`src/rtl/core/ctc_pkg.sv`:
```
package ctc_pkg;

    localparam int SUM_W   = 29;
    localparam int CNT_W   = 19;
    localparam int COORD_W = 10;
    localparam int SIZE_W  = 11;
    localparam int IDX_W   = 3;

    localparam logic [SUM_W-1:0] SUM_MAX = {SUM_W{1'b1}};
    localparam logic [CNT_W-1:0] CNT_MAX = {CNT_W{1'b1}};

    // one quotient bit per step over the whole dividend
    localparam int DIV_STEPS = SUM_W;
    localparam int STEP_W    = $clog2(DIV_STEPS);

    localparam logic [IDX_W-1:0] REG_HUE_CENTER    = 3'd0;
    localparam logic [IDX_W-1:0] REG_HUE_TOLERANCE = 3'd1;
    localparam logic [IDX_W-1:0] REG_SAT_CENTER    = 3'd2;
    localparam logic [IDX_W-1:0] REG_SAT_TOLERANCE = 3'd3;
    localparam logic [IDX_W-1:0] REG_FRAME_WIDTH   = 3'd4;
    localparam logic [IDX_W-1:0] REG_FRAME_HEIGHT  = 3'd5;

    localparam logic [7:0]        RST_HUE_CENTER    = 8'd175;
    localparam logic [6:0]        RST_HUE_TOLERANCE = 7'd54;
    localparam logic [7:0]        RST_SAT_CENTER    = 8'd226;
    localparam logic [6:0]        RST_SAT_TOLERANCE = 7'd57;
    localparam logic [SIZE_W-1:0] RST_FRAME_WIDTH   = 11'd640;
    localparam logic [SIZE_W-1:0] RST_FRAME_HEIGHT  = 11'd480;

    typedef struct packed {
        logic acc;    // accumulate the accepted pixel
        logic load;   // frame end: move sums into the divider, clear them
        logic step;   // one divider iteration
        logic emit;   // capture the finished result in the output register
    } t_cmd;

endpackage

```
`src/rtl/core/ctc_ctrl.sv`:
```
module ctc_ctrl
    import ctc_pkg::*;
(
    input  logic i_clk,
    input  logic i_rst_n,
    input  logic i_s_tvalid,
    input  logic i_s_tlast,
    input  logic i_m_tready,
    output logic o_s_tready,
    output logic o_m_tvalid,
    output t_cmd o_cmd
);

    localparam logic [1:0] ST_ACC  = 2'd0;
    localparam logic [1:0] ST_DIV  = 2'd1;
    localparam logic [1:0] ST_DONE = 2'd2;

    localparam logic [STEP_W-1:0] LAST_STEP = STEP_W'(DIV_STEPS - 1);

    logic [1:0]        r_state, n_state;
    logic [STEP_W-1:0] r_step, n_step;
    logic              r_out_valid, n_out_valid;
    logic              accept;
    logic              free;

    assign o_s_tready = (r_state == ST_ACC);
    assign o_m_tvalid = r_out_valid;
    assign accept     = i_s_tvalid && o_s_tready;
    assign free       = !r_out_valid || i_m_tready;

    always_comb begin
        n_state     = r_state;
        n_step      = r_step;
        n_out_valid = r_out_valid;
        o_cmd       = '0;
        if (r_out_valid && i_m_tready) begin
            n_out_valid = 1'b0;
        end
        case (r_state)
            ST_ACC: begin
                if (accept) begin
                    o_cmd.acc = 1'b1;
                    if (i_s_tlast) begin
                        o_cmd.load = 1'b1;
                        n_step     = '0;
                        n_state    = ST_DIV;
                    end
                end
            end
            ST_DIV: begin
                o_cmd.step = 1'b1;
                n_step     = r_step + 1'b1;
                if (r_step == LAST_STEP) begin
                    n_state = ST_DONE;
                end
            end
            ST_DONE: begin
                if (free) begin
                    o_cmd.emit  = 1'b1;
                    n_out_valid = 1'b1;
                    n_state     = ST_ACC;
                end
            end
            default: begin
                n_state = ST_ACC;
            end
        endcase
    end

    always_ff @(posedge i_clk) begin
        if (!i_rst_n) begin
            r_state     <= ST_ACC;
            r_step      <= '0;
            r_out_valid <= 1'b0;
        end else begin
            r_state     <= n_state;
            r_step      <= n_step;
            r_out_valid <= n_out_valid;
        end
    end

endmodule

```
`src/rtl/core/ctc_datapath.sv`:
```
module ctc_datapath
    import ctc_pkg::*;
#(
    parameter int MAX_DIM = 1024
) (
    input  logic               i_clk,
    input  logic               i_rst_n,
    input  t_cmd               i_cmd,
    input  logic               i_cfg_we,
    input  logic [IDX_W-1:0]   i_cfg_index,
    input  logic [SIZE_W-1:0]  i_cfg_data,
    input  logic [7:0]         i_hue,
    input  logic [7:0]         i_saturation,
    input  logic [COORD_W-1:0] i_row,
    input  logic [COORD_W-1:0] i_col,
    output logic               o_found,
    output logic [COORD_W-1:0] o_centroid_col,
    output logic [COORD_W-1:0] o_centroid_row,
    output logic [CNT_W-1:0]   o_selected_count
);

    localparam int DIM_W = $clog2(MAX_DIM + 1);
    localparam int BW    = (DIM_W > SIZE_W) ? DIM_W : SIZE_W;
    localparam logic [BW-1:0] DIM_LIM = BW'(MAX_DIM);

    logic [7:0]        r_hue_center, r_sat_center;
    logic [6:0]        r_hue_tol, r_sat_tol;
    logic [SIZE_W-1:0] r_frame_width, r_frame_height;

    logic [SUM_W-1:0]  r_row_sum, r_col_sum, n_row_sum, n_col_sum;
    logic [CNT_W-1:0]  r_cnt, n_cnt;

    logic [SUM_W-1:0]  r_quo_row, r_quo_col;
    logic [CNT_W:0]    r_rem_row, r_rem_col;
    logic [CNT_W-1:0]  r_divisor;

    logic [BW-1:0]     lim_w, lim_h, bound_w, bound_h;
    logic              sampled, hue_ok, sat_ok, hit;
    logic [SUM_W:0]    add_row, add_col;
    logic [CNT_W:0]    trial_row, trial_col, dvs;
    logic              ge_row, ge_col;

    always_ff @(posedge i_clk) begin
        if (!i_rst_n) begin
            r_hue_center   <= RST_HUE_CENTER;
            r_hue_tol      <= RST_HUE_TOLERANCE;
            r_sat_center   <= RST_SAT_CENTER;
            r_sat_tol      <= RST_SAT_TOLERANCE;
            r_frame_width  <= RST_FRAME_WIDTH;
            r_frame_height <= RST_FRAME_HEIGHT;
        end else if (i_cfg_we) begin
            case (i_cfg_index)
                REG_HUE_CENTER:    r_hue_center   <= i_cfg_data[7:0];
                REG_HUE_TOLERANCE: r_hue_tol      <= i_cfg_data[6:0];
                REG_SAT_CENTER:    r_sat_center   <= i_cfg_data[7:0];
                REG_SAT_TOLERANCE: r_sat_tol      <= i_cfg_data[6:0];
                REG_FRAME_WIDTH:   r_frame_width  <= i_cfg_data;
                REG_FRAME_HEIGHT:  r_frame_height <= i_cfg_data;
                default: begin
                end
            endcase
        end
    end

    // clamp to the largest frame, then round down to even
    always_comb begin
        lim_w   = (BW'(r_frame_width) > DIM_LIM) ? DIM_LIM : BW'(r_frame_width);
        lim_h   = (BW'(r_frame_height) > DIM_LIM) ? DIM_LIM : BW'(r_frame_height);
        bound_w = {lim_w[BW-1:1], 1'b0};
        bound_h = {lim_h[BW-1:1], 1'b0};
    end

    assign sampled = !i_row[0] && !i_col[0] &&
                     (BW'(i_row) < bound_h) && (BW'(i_col) < bound_w);

    // x in [c - t, c + t]  <=>  x + t >= c and x <= c + t
    assign hue_ok = ({1'b0, i_hue} + {2'b0, r_hue_tol} >= {1'b0, r_hue_center}) &&
                    ({1'b0, i_hue} <= {1'b0, r_hue_center} + {2'b0, r_hue_tol});
    assign sat_ok = ({1'b0, i_saturation} + {2'b0, r_sat_tol} >= {1'b0, r_sat_center}) &&
                    ({1'b0, i_saturation} <= {1'b0, r_sat_center} + {2'b0, r_sat_tol});

    assign hit = sampled && hue_ok && sat_ok && (r_cnt != CNT_MAX);

    always_comb begin
        add_row   = {1'b0, r_row_sum} + (SUM_W + 1)'(i_row);
        add_col   = {1'b0, r_col_sum} + (SUM_W + 1)'(i_col);
        n_row_sum = r_row_sum;
        n_col_sum = r_col_sum;
        n_cnt     = r_cnt;
        if (hit) begin
            n_row_sum = add_row[SUM_W] ? SUM_MAX : add_row[SUM_W-1:0];
            n_col_sum = add_col[SUM_W] ? SUM_MAX : add_col[SUM_W-1:0];
            n_cnt     = r_cnt + 1'b1;
        end
    end

    always_ff @(posedge i_clk) begin
        if (!i_rst_n) begin
            r_row_sum <= '0;
            r_col_sum <= '0;
            r_cnt     <= '0;
        end else if (i_cmd.load) begin
            r_row_sum <= '0;
            r_col_sum <= '0;
            r_cnt     <= '0;
        end else if (i_cmd.acc) begin
            r_row_sum <= n_row_sum;
            r_col_sum <= n_col_sum;
            r_cnt     <= n_cnt;
        end
    end

    // restoring divider, both means side by side
    always_comb begin
        dvs       = {1'b0, r_divisor};
        trial_row = {r_rem_row[CNT_W-1:0], r_quo_row[SUM_W-1]};
        trial_col = {r_rem_col[CNT_W-1:0], r_quo_col[SUM_W-1]};
        ge_row    = (trial_row >= dvs);
        ge_col    = (trial_col >= dvs);
    end

    always_ff @(posedge i_clk) begin
        if (i_cmd.load) begin
            r_quo_row <= n_row_sum;
            r_quo_col <= n_col_sum;
            r_rem_row <= '0;
            r_rem_col <= '0;
            r_divisor <= n_cnt;
        end else if (i_cmd.step) begin
            r_quo_row <= {r_quo_row[SUM_W-2:0], ge_row};
            r_quo_col <= {r_quo_col[SUM_W-2:0], ge_col};
            r_rem_row <= ge_row ? (trial_row - dvs) : trial_row;
            r_rem_col <= ge_col ? (trial_col - dvs) : trial_col;
        end
    end

    always_ff @(posedge i_clk) begin
        if (i_cmd.emit) begin
            o_found          <= (r_divisor != '0);
            o_centroid_row   <= (r_divisor != '0) ? r_quo_row[COORD_W-1:0] : '0;
            o_centroid_col   <= (r_divisor != '0) ? r_quo_col[COORD_W-1:0] : '0;
            o_selected_count <= r_divisor;
        end
    end

endmodule

```
`src/rtl/core/color_threshold_centroid_unit.sv`:
```
// Channel   Dir  Handshake                 Payload
// s_axis    in   i_s_tvalid / o_s_tready   tdata pixel, tlast end of frame
// m_axis    out  o_m_tvalid / i_m_tready   tdata centroid and count, tuser found
// cfg       in   i_cfg_valid / o_cfg_ready index and register value
//
// One pixel beat per cycle within a frame. The beat marked tlast starts a
// shared 29-step restoring divide (one quotient bit per cycle for both means);
// the result is then loaded into the output register once that register is free,
// and the next frame's first pixel is taken in the cycle after that load.
// The output register holds a finished result while pixels of the next frame
// flow in; a second frame end waits in the divider until that beat is taken.
// Reset is synchronous, active low; config registers return to default values.
module color_threshold_centroid_unit
    import ctc_pkg::*;
#(
    parameter int MAX_DIM = 1024
) (
    input  logic              i_clk,
    input  logic              i_rst_n,
    input  logic              i_s_tvalid,
    output logic              o_s_tready,
    // [7:0] hue, [15:8] saturation, [25:16] row, [35:26] col, [39:36] zero
    input  logic [39:0]       i_s_tdata,
    input  logic              i_s_tlast,
    output logic              o_m_tvalid,
    input  logic              i_m_tready,
    // [9:0] centroid_col, [19:10] centroid_row, [38:20] selected_count, [39] zero
    output logic [39:0]       o_m_tdata,
    // [0] found
    output logic              o_m_tuser,
    input  logic              i_cfg_valid,
    output logic              o_cfg_ready,
    input  logic [IDX_W-1:0]  i_cfg_index,
    input  logic [SIZE_W-1:0] i_cfg_data
);

    t_cmd               cmd;
    logic [COORD_W-1:0] centroid_col, centroid_row;
    logic [CNT_W-1:0]   selected_count;

    // registers accept a write on any cycle
    assign o_cfg_ready = 1'b1;

    ctc_ctrl u_ctrl (
        .i_clk      (i_clk),
        .i_rst_n    (i_rst_n),
        .i_s_tvalid (i_s_tvalid),
        .i_s_tlast  (i_s_tlast),
        .i_m_tready (i_m_tready),
        .o_s_tready (o_s_tready),
        .o_m_tvalid (o_m_tvalid),
        .o_cmd      (cmd)
    );

    ctc_datapath #(
        .MAX_DIM (MAX_DIM)
    ) u_datapath (
        .i_clk            (i_clk),
        .i_rst_n          (i_rst_n),
        .i_cmd            (cmd),
        .i_cfg_we         (i_cfg_valid && o_cfg_ready),
        .i_cfg_index      (i_cfg_index),
        .i_cfg_data       (i_cfg_data),
        .i_hue            (i_s_tdata[7:0]),
        .i_saturation     (i_s_tdata[15:8]),
        .i_row            (i_s_tdata[25:16]),
        .i_col            (i_s_tdata[35:26]),
        .o_found          (o_m_tuser),
        .o_centroid_col   (centroid_col),
        .o_centroid_row   (centroid_row),
        .o_selected_count (selected_count)
    );

    assign o_m_tdata = {1'b0, selected_count, centroid_row, centroid_col};

    // a frame end stops the pixel stream while the divide runs
    a_eof_stall: assert property (@(posedge i_clk) disable iff (!i_rst_n)
        (i_s_tvalid && o_s_tready && i_s_tlast) |=> !o_s_tready)
        else $error("pixel accepted right after frame end");

    // found tracks a nonzero count
    a_found_count: assert property (@(posedge i_clk) disable iff (!i_rst_n)
        o_m_tvalid |-> (o_m_tuser == (o_m_tdata[38:20] != '0)))
        else $error("found disagrees with selected count");

    // an empty frame reports a zero centroid
    a_empty_zero: assert property (@(posedge i_clk) disable iff (!i_rst_n)
        (o_m_tvalid && !o_m_tuser) |-> (o_m_tdata[19:0] == '0))
        else $error("empty frame with nonzero centroid");

endmodule
```
`config.mk`:
```
export PLATFORM = sky130hd
export DESIGN_NAME = color_threshold_centroid_unit
export DESIGN_NICKNAME = d
export VERILOG_FILES = /design/src/rtl/core/ctc_pkg.sv /design/src/rtl/core/ctc_ctrl.sv /design/src/rtl/core/ctc_datapath.sv /design/src/rtl/core/color_threshold_centroid_unit.sv
export SDC_FILE = /design/constraint.sdc
export NUM_CORES = 1
export LEC_CHECK = 0
export BUFFER_PORTS_ARGS = -buffer_cell sky130_fd_sc_hd__clkbuf_2
export CORE_UTILIZATION = 45
export CTS_BUF_LIST = sky130_fd_sc_hd__clkbuf_4
export DETAILED_ROUTE_END_ITERATION = 16
export GPL_ROUTABILITY_DRIVEN = 0
export PLACE_DENSITY = 0.66
export SKIP_LAST_GASP = 1
export SYNTH_ARGS = -nofsm -noshare
export SYNTH_HDL_FRONTEND = slang
export SYNTH_HIERARCHICAL = 1
export SYNTH_SLANG_ARGS = --single-unit
```
`constraint.sdc`:
```
create_clock -name i_clk -period 6.1 [get_ports i_clk]
set_clock_uncertainty 0.05 [all_clocks]
set_input_delay 1.22 -clock i_clk [delete_from_list [all_inputs] [get_ports i_clk]]
set_output_delay 1.22 -clock i_clk [all_outputs]
set_load 0.02 [all_outputs]
```
==> impl_metrics.yaml <==
power_and_ir_drop:
  max-vdd-ir-drop_v: 0.000153
  p_sw_w: 0.00186
  pwr-share-comb_pct: 27.5
  seqPwrFrac_pct: 40.0
  p_int_w: 0.00389
  pwr-share-clk_pct: 32.6
  power.density_nw_per_um2: 286
  p_leak_nw: 8.29
  p_sw_share_pct: 32.3
timing:
  max_slew.worst_pin.slew_ps: 1230
  drv_slew: 0
  rsz0062_at_grt: "no"
  fmax_mhz: 201
  fin_crit_ps: 4990
  slew_headroom_pct: 17.5
  hold_violations: 0
  setup_viol: 0
  tns_ps: 0
  timing.hold.ws_ps: 417
  finalCritPeriodShare_pct: 81.8
min_path:
  min_to: "u_datapath/r_frame_height[2]"
  hold_depth: 2
  hold_start: "u_datapath/r_frame_height[2]"
  hp-class: "reg -> reg"
placed_design:
  dp_hpwl_um: 32200
  place_inst: 2525
  portBuffers: 97
  place_area_um2: 19000
flow_run:
  max-cap-violations: 0
setup_path:
  critPathRequiredTime_ps: 6600
  cp.depth: 15
  path_buf_inv: 2
  critPathLaunchType: "register"
  crit_path_max_incr_delay_ps: 660
  path_cells: "ha_1 > fa_1 > a211oi_1 > o21ai_0 > ha_1 > and4_1 > a221o_1 > a221o_1 > a32oi_1 > or4b_4 > or2_1 > buf_12 > nor3_1 > buf_4 > a311oi_1"
  endpoint_kind: "register"
  arrival_ps: 5490
  timing.rr.start: "u_datapath/r_hue_center[0]"
  rr_worst_depth: 15
  critPathKind: "reg -> reg"
  r2r_setup_slack_ps: 1110
  r2r_end: "u_datapath/r_col_sum[10]"
  critPathMaxFanout: 38
  crit_family: "compound AO/OA/AOI/OAI gates"
  cp_slowest_cell: "or4b_4"
layout:
  fin_util_pct: 51.6
  seq_area_um2: 6980
  layout-drive-gt1-share_pct: 14.3
  fillers: 3637
  synthToLayoutAreaGrowth_pct: 11.8
  nets: 2298
  multiInputGateArea_um2: 10300
  stdcell_area_um2: 20100
  stdcell_count: 2683
routing:
  drt_iter0_markers: 1108
  routed_wl_um: 46800
  drcViolationCount: 0
  vias: 15500
  vias_per_cell: 5.77
  wl_per_cell_um: 17.4
  dr.pass1.iters: 5
  ant_nets: 0
logic_synthesis:
  syn-num-nets: 2187
  synth_top_area_share_pct: 19.5
  synth_area_um2: 18000
  avgSynthCellArea_um2: 9.08
  synth_flop_cell: "dfxtp_1"
  yosysSeqAreaShare_pct: 38.8
  yosys-top-cells-count: "nand2_1, dfxtp_1, ha_1, nor2_1, a21oi_1"
  yosysWarnings: 6
  synth.most_common_cell: "nand2_1"
  async_flop_share_pct: 0
  ys_ff_latch: 290
  synth_edf_count: 117
  yosysUniqueCellTypes: 82
  synth_area_leader_cell: "edfxtp_1"
  postSynthCellCount: 1982
  synth_area_leaders: "edfxtp_1, dfxtp_1, ha_1, nand2_1, a21oi_1"
clock_tree:
  cts_tree: "yes"
  clk_pin_slew_ps: 60
  cts_buffer_depth: 3
  cts_setup_buffers: 0
  numCtsBuffers: 84
  cts_sinks: 290
  cts_hold_buf: 0
  cts_resized: 0
  htreeDepth: 3
  cts_root_buf: "clkbuf_4"
  clk_latency_ps: 740
global_routing:
  grt_max_degree: 87
  grt_usage_pct: 22.8
  overflow: 0
  antenna_found_initial: 1
  grt_pass1_wl_um: 75500
  grt_pass1_vias: 14700
outcome:
  outcome: "finished, final reports clean"
floorplan:
  ioPinCount: 104
  coreArea_um2: 39000
  start_util_pct: 46.1
  die_width_um: 202
  dieArea_um2: 40800
  rows: 72
  dieHeight_um: 202
## power by group through the flow
stage          clock (W)  sequential [W]  combinational (W)
6_report         0.00187         0.00230            0.00158
5_1_grt          0.00205         0.00231            0.00175
2_1_floorplan          0         0.00230            0.00123
3_5_place_dp           0         0.00233            0.00156
4_1_cts          0.00194         0.00229            0.00157
3_3_place_gp           0         0.00233            0.00152
## tightest hold or removal path, cell delays in order (launching register included)
cell and delay [ps]:
dfxtp_1 310, nand2_1 50, a21boi_0 60
## state kept, by name, indices dropped and copies added (netlist names), 10 cells and up
name                         count
u_datapath/r_col_sum            29
u_datapath/r_quo_col            29
u_datapath/r_quo_row            29
u_datapath/r_row_sum            29
u_datapath/o_selected_count     19
u_datapath/r_cnt                19
u_datapath/r_divisor            19
u_datapath/r_rem_col            19
u_datapath/r_rem_row            19
u_datapath/o_centroid_col       10
u_datapath/o_centroid_row       10
u_datapath/r_frame_height       10
u_datapath/r_frame_width        10
## layout by cell type (no fill, tap or decap), types with 14 or more instances in the layout
cell type	count
buf_4	30
o21bai_1	14
a21oi_1	126
mux2i_1	37
o21a_1	20
nor3_1	35
dfxtp_1	173
clkinv_1	25
nand4_1	19
o21ai_0	68
edfxtp_1	117
a211oi_1	48
nor2_1	126
xnor2_1	64
and3_1	41
a31oi_1	23
clkbuf_4	122
and2_1	23
a21boi_0	24
o211ai_1	18
nor4_1	16
clkbuf_2	97
inv_1	92
nand3_1	59
a311oi_1	38
nor2b_1	44
nand2b_1	32
nand2_1	212
a31o_2	15
o31ai_1	17
xor2_1	27
ha_1	137
a21o_1	41
## how the worst max path moves through the flow
stage / startpoint / end / slack, ps
after floorplan: i_s_tvalid / u_datapath/r_quo_col[0] / 1060
after global placement: i_s_tdata[9] / u_datapath/r_quo_col[25] / 550
final: u_datapath/r_hue_center[0] / u_datapath/r_col_sum[10] / 1110
after CTS: u_datapath/r_hue_tol[0] / u_datapath/r_col_sum[10] / 1120
after global routing: u_datapath/r_hue_center[0] / u_datapath/r_col_sum[13] / 870
after detailed placement: i_s_tdata[9] / u_datapath/r_quo_col[25] / 530
## stage by stage
stage / power (W) / setup slack (ps)
CTS: 0.00581 / 1120
floorplan: 0.00353 / 1060
global placement: 0.00384 / 549
global route: 0.00611 / 867
finish: 0.00574 / 1110
detailed placement: 0.00389 / 528
## cell families (layout without fill, tap and decap cells)
kind of cell	count (synthesis)	in the layout	share of synthesized area, %
buffers and inverters	199	380	4.50
xor gates and xnor gates	91	91	4.43
muxes	40	40	2.25
adders and majority gates	145	145	10.4
other	2	4	0.0417
AOI/OAI and AO/OA	550	550	21.3
DFF	290	290	38.8
and+or+nand+nor	665	665	18.3
## area by class of cell
class / count / share of cell area, %
Multi-Input combinational cell: 1493 / 51.0
Clock inverter: 34 / 0.927
Antenna cell: 2 / 0.0249
Sequential cell: 290 / 34.7
Clock buffer: 122 / 4.55
Inverter: 94 / 1.75
Timing Repair Buffer: 130 / 3.83
Tap cell: 518 / 3.22
## metal layers
metal	part of all wire (%)	GRT usage, %
met1	45	30.2
met2	46	36.6
met3	5.5	4.08
met4	3.1	9.42
met5	0	0
Note: power is estimated with default switching activity, not from simulation.
